[src/ttip_pkg.sv]
// Shared types, character codes and helper functions of the text-to-integer parser.
package ttip_pkg;

  localparam int unsigned CHAR_W      = 8;
  localparam int unsigned BASE_W      = 6;
  localparam int unsigned WORTH_W     = 7;
  localparam int unsigned NUMBER_W    = 64;
  localparam int unsigned COUNT_OUT_W = 16;
  localparam int unsigned CFG_INDEX_W = 2;
  localparam int unsigned CFG_DATA_W  = 6;

  // Register indexes of the configuration port.
  localparam logic [CFG_INDEX_W-1:0] CFG_RADIX        = 2'd0;
  localparam logic [CFG_INDEX_W-1:0] CFG_SIGNED_FRONT = 2'd1;

  localparam logic [BASE_W-1:0] RADIX_RESET = 6'd10;
  localparam logic [BASE_W-1:0] BASE_DEC    = 6'd10;
  localparam logic [BASE_W-1:0] BASE_HEX    = 6'd16;
  localparam logic [BASE_W-1:0] BASE_OCT    = 6'd8;

  localparam logic [WORTH_W-1:0] WORTH_NONE = 7'd99;

  localparam logic [CHAR_W-1:0] CH_ZERO    = 8'h30;
  localparam logic [CHAR_W-1:0] CH_NINE    = 8'h39;
  localparam logic [CHAR_W-1:0] CH_UP_A    = 8'h41;
  localparam logic [CHAR_W-1:0] CH_UP_Z    = 8'h5A;
  localparam logic [CHAR_W-1:0] CH_LO_A    = 8'h61;
  localparam logic [CHAR_W-1:0] CH_LO_Z    = 8'h7A;
  localparam logic [CHAR_W-1:0] CH_LO_X    = 8'h78;
  localparam logic [CHAR_W-1:0] CH_UP_X    = 8'h58;
  localparam logic [CHAR_W-1:0] CH_MINUS   = 8'h2D;
  localparam logic [CHAR_W-1:0] CH_PLUS    = 8'h2B;
  localparam logic [CHAR_W-1:0] CH_SPACE   = 8'h20;
  localparam logic [CHAR_W-1:0] CH_TAB     = 8'h09;
  localparam logic [CHAR_W-1:0] CH_CR      = 8'h0D;

  typedef enum logic [2:0] {
    PH_IDLE,
    PH_FRONT,
    PH_LEAD,
    PH_ZERO,
    PH_DIGITS
  } ttip_phase_e;

  typedef struct packed {
    ttip_phase_e       phase;
    logic              minus;
    logic [BASE_W-1:0] base;
  } ttip_ctl_t;

  function automatic logic [WORTH_W-1:0] digit_worth(input logic [CHAR_W-1:0] c);
    logic [WORTH_W-1:0] w;
    w = WORTH_NONE;
    if (c >= CH_ZERO && c <= CH_NINE) begin
      w = WORTH_W'(c - CH_ZERO);
    end else if (c >= CH_UP_A && c <= CH_UP_Z) begin
      w = WORTH_W'(c - CH_UP_A) + 7'd10;
    end else if (c >= CH_LO_A && c <= CH_LO_Z) begin
      w = WORTH_W'(c - CH_LO_A) + 7'd10;
    end
    return w;
  endfunction

  function automatic logic is_blank(input logic [CHAR_W-1:0] c);
    return (c == CH_SPACE) || (c >= CH_TAB && c <= CH_CR);
  endfunction

endpackage

[src/ttip_step.sv]
// Per-character state update of the parser: front, prefix and digit phases in one pass.
module ttip_step import ttip_pkg::*; #(
  parameter int unsigned VALUE_WIDTH = 64,
  parameter int unsigned COUNT_WIDTH = 16
) (
  input  logic                   start_i,
  input  logic [CHAR_W-1:0]      char_i,
  input  logic [BASE_W-1:0]      radix_i,
  input  logic                   signed_front_i,
  input  ttip_ctl_t              ctl_i,
  input  logic [VALUE_WIDTH-1:0] acc_i,
  input  logic [COUNT_WIDTH-1:0] cnt_i,
  output ttip_ctl_t              ctl_o,
  output logic [VALUE_WIDTH-1:0] acc_o,
  output logic [COUNT_WIDTH-1:0] cnt_o,
  output logic                   res_valid_o,
  output logic [NUMBER_W-1:0]    number_o,
  output logic [COUNT_OUT_W-1:0] count_o
);

  ttip_phase_e            ph;
  logic [BASE_W-1:0]      base;
  logic                   minus;
  logic [VALUE_WIDTH-1:0] acc;
  logic [COUNT_WIDTH-1:0] cnt;
  logic                   done;
  logic                   bump;
  logic                   emit;
  logic [WORTH_W-1:0]     worth;
  logic [VALUE_WIDTH-1:0] signed_val;

  assign worth = digit_worth(char_i);

  always_comb begin
    // A start flag drops whatever string was open.
    if (start_i) begin
      ph    = signed_front_i ? PH_FRONT : PH_LEAD;
      base  = radix_i;
      minus = 1'b0;
      acc   = '0;
      cnt   = '0;
    end else begin
      ph    = ctl_i.phase;
      base  = ctl_i.base;
      minus = ctl_i.minus;
      acc   = acc_i;
      cnt   = cnt_i;
    end
    done = 1'b0;
    bump = 1'b0;
    emit = 1'b0;

    // The phases fall through in order, so one character may pass several.
    if (ph == PH_FRONT) begin
      if (is_blank(char_i)) begin
        bump = 1'b1;
        done = 1'b1;
      end else if (char_i == CH_MINUS || char_i == CH_PLUS) begin
        minus = (char_i == CH_MINUS);
        bump  = 1'b1;
        done  = 1'b1;
        ph    = PH_LEAD;
      end else begin
        ph = PH_LEAD;
      end
    end
    if (!done && ph == PH_LEAD) begin
      if (base == '0 && char_i == CH_ZERO) begin
        bump = 1'b1;
        done = 1'b1;
        ph   = PH_ZERO;
      end else begin
        if (base == '0) begin
          base = BASE_DEC;
        end
        ph = PH_DIGITS;
      end
    end
    if (!done && ph == PH_ZERO) begin
      ph = PH_DIGITS;
      if (char_i == CH_LO_X || char_i == CH_UP_X) begin
        base = BASE_HEX;
        bump = 1'b1;
        done = 1'b1;
      end else begin
        base = BASE_OCT;
      end
    end
    if (!done && ph == PH_DIGITS) begin
      if (worth >= WORTH_W'(base)) begin
        emit = 1'b1;
        ph   = PH_IDLE;
      end else begin
        acc  = acc * VALUE_WIDTH'(base) + VALUE_WIDTH'(worth);
        bump = 1'b1;
      end
    end
    if (ph != PH_IDLE && ph != PH_FRONT && ph != PH_LEAD && ph != PH_ZERO &&
        ph != PH_DIGITS) begin
      ph = PH_IDLE;
    end

    if (bump && cnt != '1) begin
      cnt = cnt + 1'b1;
    end
  end

  assign signed_val  = minus ? (VALUE_WIDTH'(0) - acc) : acc;
  assign ctl_o       = '{phase: ph, minus: minus, base: base};
  assign acc_o       = acc;
  assign cnt_o       = cnt;
  assign res_valid_o = emit;
  assign number_o    = NUMBER_W'($signed(signed_val));
  assign count_o     = COUNT_OUT_W'(cnt);

endmodule

[src/text_to_integer_parser_core.sv]
// Top level of the streaming text-to-integer parser with its handshake registers.
//
// Characters enter on the slave stream, one item per character: tdata carries the
// character byte and tuser the start flag that marks the first character of a string.
// Each string ends at a NUL or at the first character that is not a digit of its base;
// that character yields one result item on the master stream, holding the signed
// 64-bit value and the count of characters consumed before it. Other characters
// yield nothing.
// The configuration channel writes the radix (index 0, 0 picks the base from the
// prefix) and the signed-front flag (index 1); both are sampled when a string starts,
// and a write is held off while a character waits in the input register.
// Throughput is one character per cycle unless a stalled receiver holds the result
// register. A buffered character is processed once the result register can take a
// result: the multiply-add by the base (up to 63) updates the value and any result
// is loaded into the result register that drives m_tvalid_o. While the receiver
// stalls, the result register holds its item and the input register can still take
// one more character; the slave side stops only when both are full. Reset empties
// both registers, returns to the idle phase and loads radix 10 and signed-front 1.
module text_to_integer_parser_core import ttip_pkg::*; #(
  parameter int unsigned VALUE_WIDTH = 64,
  parameter int unsigned COUNT_WIDTH = 16
) (
  input  logic                   clk_i,
  input  logic                   rst_ni,
  input  logic                   s_tvalid_i,
  output logic                   s_tready_o,
  input  logic [CHAR_W-1:0]      s_tdata_i,   // [7:0] char_code
  input  logic                   s_tuser_i,   // [0] first_char
  output logic                   m_tvalid_o,
  input  logic                   m_tready_i,
  output logic [79:0]            m_tdata_o,   // [63:0] number, [79:64] consumed_count
  input  logic                   cfg_valid_i,
  output logic                   cfg_ready_o,
  input  logic [CFG_INDEX_W-1:0] cfg_index_i,
  input  logic [CFG_DATA_W-1:0]  cfg_data_i
);

  logic [BASE_W-1:0]      radix_q;
  logic                   signed_front_q;

  logic                   in_valid_q;
  logic [CHAR_W-1:0]      in_char_q;
  logic                   in_first_q;

  ttip_ctl_t              ctl_q, ctl_d;
  logic [VALUE_WIDTH-1:0] acc_q, acc_d;
  logic [COUNT_WIDTH-1:0] cnt_q, cnt_d;

  logic                   out_valid_q;
  logic [NUMBER_W-1:0]    out_number_q;
  logic [COUNT_OUT_W-1:0] out_count_q;

  logic                   res_valid;
  logic [NUMBER_W-1:0]    res_number;
  logic [COUNT_OUT_W-1:0] res_count;
  logic                   can_proc;
  logic                   proc_fire;
  logic                   in_fire;

  // A buffered character has not seen the registers yet, so writes wait for it.
  assign cfg_ready_o = !in_valid_q;

  always_ff @(posedge clk_i or negedge rst_ni) begin
    if (!rst_ni) begin
      radix_q        <= RADIX_RESET;
      signed_front_q <= 1'b1;
    end else if (cfg_valid_i && cfg_ready_o) begin
      unique case (cfg_index_i)
        CFG_RADIX:        radix_q        <= cfg_data_i;
        CFG_SIGNED_FRONT: signed_front_q <= cfg_data_i[0];
        default: ;
      endcase
    end
  end

  // The processing stage fires only when the result register can take a result.
  assign can_proc   = !out_valid_q || m_tready_i;
  assign proc_fire  = in_valid_q && can_proc;
  assign s_tready_o = !in_valid_q || can_proc;
  assign in_fire    = s_tvalid_i && s_tready_o;

  always_ff @(posedge clk_i or negedge rst_ni) begin
    if (!rst_ni) begin
      in_valid_q <= 1'b0;
    end else if (s_tready_o) begin
      in_valid_q <= s_tvalid_i;
    end
  end

  always_ff @(posedge clk_i) begin
    if (in_fire) begin
      in_char_q  <= s_tdata_i;
      in_first_q <= s_tuser_i;
    end
  end

  ttip_step #(
    .VALUE_WIDTH (VALUE_WIDTH),
    .COUNT_WIDTH (COUNT_WIDTH)
  ) u_step (
    .start_i        (in_first_q),
    .char_i         (in_char_q),
    .radix_i        (radix_q),
    .signed_front_i (signed_front_q),
    .ctl_i          (ctl_q),
    .acc_i          (acc_q),
    .cnt_i          (cnt_q),
    .ctl_o          (ctl_d),
    .acc_o          (acc_d),
    .cnt_o          (cnt_d),
    .res_valid_o    (res_valid),
    .number_o       (res_number),
    .count_o        (res_count)
  );

  always_ff @(posedge clk_i or negedge rst_ni) begin
    if (!rst_ni) begin
      ctl_q <= '{phase: PH_IDLE, minus: 1'b0, base: '0};
      acc_q <= '0;
      cnt_q <= '0;
    end else if (proc_fire) begin
      ctl_q <= ctl_d;
      acc_q <= acc_d;
      cnt_q <= cnt_d;
    end
  end

  always_ff @(posedge clk_i or negedge rst_ni) begin
    if (!rst_ni) begin
      out_valid_q <= 1'b0;
    end else if (proc_fire && res_valid) begin
      out_valid_q <= 1'b1;
    end else if (m_tready_i) begin
      out_valid_q <= 1'b0;
    end
  end

  always_ff @(posedge clk_i) begin
    if (proc_fire && res_valid) begin
      out_number_q <= res_number;
      out_count_q  <= res_count;
    end
  end

  assign m_tvalid_o = out_valid_q;
  assign m_tdata_o  = {out_count_q, out_number_q};

  a_result_follows_emit: assert property (@(posedge clk_i) disable iff (!rst_ni)
    proc_fire && res_valid |=> m_tvalid_o && ctl_q.phase == PH_IDLE)
    else $error("emitted result not loaded or phase not idle");

  a_result_has_source: assert property (@(posedge clk_i) disable iff (!rst_ni)
    $rose(m_tvalid_o) |-> $past(proc_fire && res_valid))
    else $error("result appeared without a stopping character");

  a_stalled_input_holds: assert property (@(posedge clk_i) disable iff (!rst_ni)
    in_valid_q && !can_proc |=> in_valid_q && $stable(in_char_q) && $stable(in_first_q))
    else $error("buffered character lost while stalled");

  a_state_frozen_on_stall: assert property (@(posedge clk_i) disable iff (!rst_ni)
    !proc_fire |=> $stable(cnt_q) && $stable(acc_q))
    else $error("parser state changed without a processed character");

endmodule

[config.mk]
export PLATFORM = sky130hd
export DESIGN_NAME = text_to_integer_parser_core
export DESIGN_NICKNAME = d
export VERILOG_FILES = /design/src/ttip_pkg.sv /design/src/ttip_step.sv /design/src/text_to_integer_parser_core.sv
export SDC_FILE = /design/constraint.sdc
export NUM_CORES = 1
export LEC_CHECK = 0
export BUFFER_PORTS_ARGS = -buffer_cell sky130_fd_sc_hd__buf_4
export CAP_MARGIN = 20
export CELL_PAD_IN_SITES_DETAIL_PLACEMENT = 2
export CELL_PAD_IN_SITES_GLOBAL_PLACEMENT = 2
export CORE_MARGIN = 3
export CORE_UTILIZATION = 40
export DETAILED_ROUTE_END_ITERATION = 6
export PLACE_DENSITY = 0.81
export SYNTH_ARGS = -nofsm -noshare
export SYNTH_HDL_FRONTEND = slang
export SYNTH_SLANG_ARGS = --single-unit
[constraint.sdc]
create_clock -name clk_i -period 11.2 [get_ports clk_i]
set_clock_uncertainty 0.05 [all_clocks]
set_input_delay 1.12 -clock clk_i [delete_from_list [all_inputs] [get_ports clk_i]]
set_output_delay 1.12 -clock clk_i [all_outputs]
set_load 0.03 [all_outputs]
After elaboration in Yosys (flattened, before gate mapping)
Index checks and enable logic that the tools add are counted. W data, S select, Z words.

Register bits after elaboration: 188. Input port bits: 22. Output and inout port bits: 83. Word-level logic and storage cells: 122.

Add/sub/neg operators: 8. Multipliers: 1. Magnitude comparators: 9. Equality and inequality tests: 16. Muxes and demuxes: 42. Reduce and logical (&&, ||, !) cells: 33.

Operators with widths (number): $mux W64 (4); $add A64 B7 Y64 (1); $mul A64 B6 Y64 (1); $sub A1 B64 Y64 const A (1); $eq A8 B6 Y1 const B (4); $mux W16 (2); $mux W6 (5); $mux W3 (9); $mux W7 (3); $logic_and A1 B1 Y1 (17); $mux W1 (17); $add A16 B1 Y16 const B (1); $eq A8 B7 Y1 const B (2); $ge A8 B7 Y1 const B (2); $le A8 B7 Y1 const B (2); $ne A16 B16 Y1 const B (1); $add A7 B4 Y7 const B (2); $sub A7 B7 Y7 const B (2); $ge A8 B4 Y1 const B (1); $ge A8 B6 Y1 const B (1); $le A8 B4 Y1 const B (1); $le A8 B6 Y1 const B (1); $ge A7 B6 Y1 (1); $sub A7 B6 Y7 const B (1); 16 further kinds (27).

Logic depth before layout (Yosys ltp)
Depth after elaboration: 20. Depth in mapped cells: 36. Mapped depth without buffers: 31.

Cells and area by module
A second synthesis with hierarchy kept.

Cells, all modules: 2500. Area, all modules: 22952.0 um2.

Modules (own cells, without submodules): ttip_step (times used 1, cells each 2194, area an instance 16479.6 um2, sequential area each 0.0 um2); text_to_integer_parser_core (times used 1, cells each 306, area an instance 6472.5 um2, sequential area each 5153.7 um2).

Worst setup path before layout
OpenSTA, ideal clock, no wires.

Path type: register -> register. Start point: register in_first_q. End point: register out_number_q[63], data pin. Setup time: 0.264 ns. Arrival time: 8.605 ns. Path slack: 2.281 ns. Stages on the path, launching flop included: 33. Cell sequence: edfxtp_1 clkbuf_1 clkbuf_1 clkbuf_1 clkbuf_1 clkbuf_1 buf_2 clkbuf_1 clkbuf_1 clkbuf_1 clkbuf_1 nand2b_1 nor2_1 fa_1 fa_1 fa_1 inv_1 fa_1 inv_1 ha_1 o21ai_0 a2111oi_0 nand2_1 a31oi_1 xnor2_1 o221ai_1 o41ai_1 nand3_2 nor3_4 and4_1 buf_4 a41oi_1 xnor2_1.

Cells in the longest elaborated chain, start to end: 15. Elaborated cells between the ends (all ways): 40. Those cells by class: 2 x add/sub; 1 x mul; 1 x order compare; 4 x eq/ne; 24 x mux; 8 x reduce/logical.

RTL lines: from (decl) (RTL line text_to_integer_parser_core.sv:43) `logic in_first_q;`; from (signal assigned) (RTL line text_to_integer_parser_core.sv:93) `in_first_q <= s_tuser_i;`; $mux W3 (RTL line ttip_step.sv:36) `if (start_i) begin`; $eq A3 B1 Y1 or $mux W3 (tied branches) (RTL line ttip_step.sv:54, ttip_step.sv:55); $mux W3 or $mux W1 (tied branches) (RTL line ttip_step.sv:54) `if (ph == PH_FRONT) begin`; $eq A3 B2 Y1 or $logic_not A1 Y1 (tied branches) (RTL line ttip_step.sv:67) `if (!done && ph == PH_LEAD) begin`; $logic_and A1 B1 Y1 (RTL line ttip_step.sv:67); $mux W3 or $mux W1 (tied branches) (RTL line ttip_step.sv:67); $eq A3 B2 Y1 or $logic_not A1 Y1 (tied branches) (RTL line ttip_step.sv:79) `if (!done && ph == PH_ZERO) begin`; $logic_and A1 B1 Y1 (RTL line ttip_step.sv:79); $mux W6 (RTL line ttip_step.sv:79); $mul A64 B6 Y64 (RTL line ttip_step.sv:94) `acc = acc * VALUE_WIDTH'(base) + VALUE_WIDTH'(worth);`; $add A64 B7 Y64 (RTL line ttip_step.sv:94); $mux W64 (RTL line ttip_step.sv:90) `if (worth >= WORTH_W'(base)) begin`; $mux W64 (RTL line ttip_step.sv:89) `if (!done && ph == PH_DIGITS) begin`; $sub A1 B64 Y64 (RTL line ttip_step.sv:108) `assign signed_val = minus ? (VALUE_WIDTH'(0) - acc) : acc;`; $mux W64 * (RTL line ttip_step.sv:108); named net res_number[63] (RTL line text_to_integer_parser_core.sv:54) `logic [NUMBER_W-1:0] res_number;`; to (signal assigned) (RTL line text_to_integer_parser_core.sv:140) `out_number_q <= res_number;`; to (decl) (RTL line text_to_integer_parser_core.sv:50) `logic [NUMBER_W-1:0] out_number_q;`.

Mark *: on every way through the listed nets, which the timed path passes. The rest lies on a longest branch. A chain may end at the register's enable or synchronous reset.

Final worst setup path
Start point: register in_char_q[4]. End point: register out_number_q[49], data pin.

Cells in the longest elaborated chain, start to end: 17. Elaborated cells between the ends (all ways): 65. Those cells by class: 7 x add/sub; 1 x mul; 9 x order compare; 9 x eq/ne; 25 x mux; 14 x reduce/logical.

RTL lines: from (decl) (RTL line text_to_integer_parser_core.sv:42) `logic [CHAR_W-1:0] in_char_q;`; from (signal assigned) (RTL line text_to_integer_parser_core.sv:92) `in_char_q <= s_tdata_i;`; $ge A8 B4 Y1 (tied with other cells) (RTL line ttip_pkg.sv:65) `return (c == CH_SPACE) || (c >= CH_TAB && c <= CH_CR);`; $logic_and A1 B1 Y1 or $logic_or A1 B1 Y1 (tied branches) (RTL line ttip_pkg.sv:65, ttip_step.sv:58); $logic_or A1 B1 Y1 or $mux W1 (tied branches) (RTL line ttip_pkg.sv:65, ttip_step.sv:58); $mux W3 or $mux W1 (tied branches) (RTL line ttip_step.sv:55) `if (is_blank(char_i)) begin`; $mux W3 or $mux W1 (tied branches) (RTL line ttip_step.sv:54); $eq A3 B2 Y1 or $logic_not A1 Y1 (tied branches) (RTL line ttip_step.sv:67); $logic_and A1 B1 Y1 (RTL line ttip_step.sv:67); $mux W3 or $mux W1 (tied branches) (RTL line ttip_step.sv:67); [... 2 more ...]; $mux W6 (RTL line ttip_step.sv:79); $mul A64 B6 Y64 (RTL line ttip_step.sv:94); $add A64 B7 Y64 (RTL line ttip_step.sv:94); $mux W64 (RTL line ttip_step.sv:90); $mux W64 (RTL line ttip_step.sv:89); $sub A1 B64 Y64 (RTL line ttip_step.sv:108); $mux W64 * (RTL line ttip_step.sv:108); named net res_number[49] (RTL line text_to_integer_parser_core.sv:54).

Marks and branches as above.

==> out/metrics.csv <==
metric,value,unit
status,"finished, final reports clean",
root_buffer,clkbuf_16,
ios,105,
die_h,245,um
crit_top_cell,fa_1,
area_growth,8.10,%
final_cell_mix,"nor2_1 (479), nand2_1 (294), fa_1 (241)",
ctsHoldBuffers,0,
worst_slew_pin_slew,1.06,ns
synth_edf_count,89,
grt_max_degree,86,
fin_area,24700,um2
cap_viol_max_count,0,
wl_per_cell,26.3,um
vias,20272,
placed_cell_area,24100,um2
wl,88.7,mm
p_total,0.00281,W
cts_tree,yes,
setup_viol,0,
fin_crit_sh,89.5,%
multi_input_area,16700,um2
htree_levels,4,
synth_ff_type,dfrtp_1,
cts_max_path_buffers,2,
dpl.hpwl,68.4,mm
cts_setup_buffers,0,
fin_nets,3018,
die_w,245,um
busiest_layer,met2,
postLayoutSetupSlackWorst,1.17,ns
gr-usage-met2,52.9,%
hold_viol_final,0,
die-area,60000,um2
power.density_cell_area,114,nW/um2
final_antenna_net_count,0,
synth.area.top_cells,"fa_1 (21%), edfxtp_1 (12%), dfrtp_1 (11%)",
regArea,5150,um2
num_rows,86,
post-synth-top-area-cell,fa_1,
synth_cells,2630,
via_per_inst,6.01,
max_stage_delay,0.77,ns
cts_resized,0,
syn-cell-area,22800,um2
fillers,6242,
grt_pass1_wl,140,mm
antenna_found_initial,3,
overflow,0,
synth_top_cell_area_share,21.1,%
place_congestion,0.922,
maxSlewViolCount,0,
grt_pass1_vias,23160,
grt_use_total,30.3,%
end_kind,register,
ir_worst_vdd,0.000184,V
ys_ff_latch,188,
drc_errors,0,
tns,0,ns
ys_seq_area_share,22.6,%
cts_buffers,17,
min_period,10.03,ns
crit_path_start_kind,register,
slew-limit-headroom,29.2,%
rsz0062_at_grt,false,
hold_path_class,register to register,
async_reset_ff_share,52.7,%
dp_slack,1.27,ns
core,55700,um2
clk_pin_slew_worst_paths,0.08,ns
fmax,0.0997,GHz
arrival,10.19,ns
start_util,41.0,%
drive_gt1_share,9.45,%
critPathMaxFanout,32,
slowest_stage,a2111oi_0,
syn_area_per_cell,8.68,um2
cp_data_required_time,11.37,ns
io_buffers,104,
grt_use_met3,4.38,%
final_common_cell,nor2_1,
drt_iter0_drc,1294,
leakage,11.6,nW
path_class,register to register,
dr.pass1.iters,6,
syn_nets,3037,
yosysWarnings,0,
cts_sinks,188,
clkLatencyLatePin,0.51,ns
synth_cell_types,102,
grt_util_met1,38.4,%
==> cells by family (layout without fill, tap and decap cells) <==
| group | count (synthesis) | count (layout) | synth area share [%] |
|---|---|---|---|
| buffers and inverters | 267 | 261 | 4.72 |
| other | 0 | 1 | 0 |
| xor gates and xnor gates | 123 | 123 | 4.72 |
| AOI/OAI and AO/OA | 531 | 531 | 15.3 |
| adders and majority gates | 385 | 385 | 29.0 |
| muxes | 34 | 34 | 1.59 |
| and+or+nand+nor | 1102 | 1102 | 22.0 |
| DFF | 188 | 188 | 22.6 |
==> critical path, delay by kind of cell, from the launching register on <==
family	cells	cell delay, ns
AO/OA/AOI/OAI	9	3.60
XOR/XNOR	2	0.38
adder cells (fa/ha/maj)	6	2.70
buffers and inverters	3	0.26
flip-flops	1	0.51
AND/OR/NAND/NOR	8	2.21
==> final timing paths <==
kind	startpoint	to	slack, ns	cells after the start
worst min-delay path	acc_q[52]	acc_q[52]	0.44	2
worst max-delay path	in_char_q[4]	out_number_q[49]	1.17	28
max in group asynchronous	rst_ni	acc_q[45]	9.10	2
min in group asynchronous	rst_ni	ctl_q[6]	0.54	1
worst min register to register	acc_q[52]	acc_q[52]	0.44	2
worst max register to register	in_char_q[4]	out_number_q[49]	1.17	28
==> flip-flops by register name (all words and copies together) (netlist names) <==
| signal | cells |
|---|---|
| m_tvalid_o | 1 |
| in_valid_q | 1 |
| ctl_q | 10 |
| in_first_q | 1 |
| out_number_q | 64 |
| signed_front_q | 1 |
| out_count_q | 16 |
| in_char_q | 8 |
| acc_q | 64 |
| cnt_q | 16 |
| radix_q | 6 |
==> area by class of cell <==
| class | count | area share, % |
|---|---|---|
| clock inverter | 14 | 0.634 |
| tap | 748 | 3.79 |
| clock buffer | 18 | 1.74 |
| multi-input combinational | 2175 | 67.5 |
| timing repair buffer | 133 | 4.03 |
| sequential | 188 | 20.9 |
| antenna | 1 | 0.0101 |
| inverter | 96 | 1.46 |
==> synth_stat cells, types with 11 or more instances <==
library cell and instances:
a211oi_1 22, a21o_1 40, a21oi_1 142, a31oi_1 26
and2_1 17, and3_1 17, buf_1 19, buf_2 17
clkbuf_1 124, dfrtp_1 96, edfxtp_1 89, fa_1 241
ha_1 144, inv_1 94, mux2_2 16, mux2i_1 17
nand2_1 296, nand2b_1 81, nand3_1 36, nand4_1 28
nor2_1 480, nor2b_1 20, nor3_1 34, nor4_1 15
o21a_1 11, o21ai_0 142, o31ai_1 18, or2_2 11
or3_1 14, xnor2_1 73, xor2_1 50
==> through the flow <==
step,hold slack [ns],cells,utilization [%]
6_report,0.441,3373,44.3
5_1_grt,0.464,3372,44.3
4_1_cts,0.443,3371,44.3
3_5_place_dp,0.424,3339,43.2
3_3_place_gp,0.403,3339,43.2
2_1_floorplan,0.388,2630,-
==> where the power goes <==
part,switching [W],total [W],internal (W)
Combinational,0.000933,0.00123,0.000293
Clock,0.000339,0.000655,0.000316
Sequential,0.0000731,0.000933,0.000860
==> routing by layer <==
metal  vias to the layer above  wire, um
met5                         -        12
met3                       161      4310
met2                       556     43800
met4                         2      3000
li1                       8930         -
met1                     10623     37600
No activity file was read; power rests on OpenSTA's default activity.
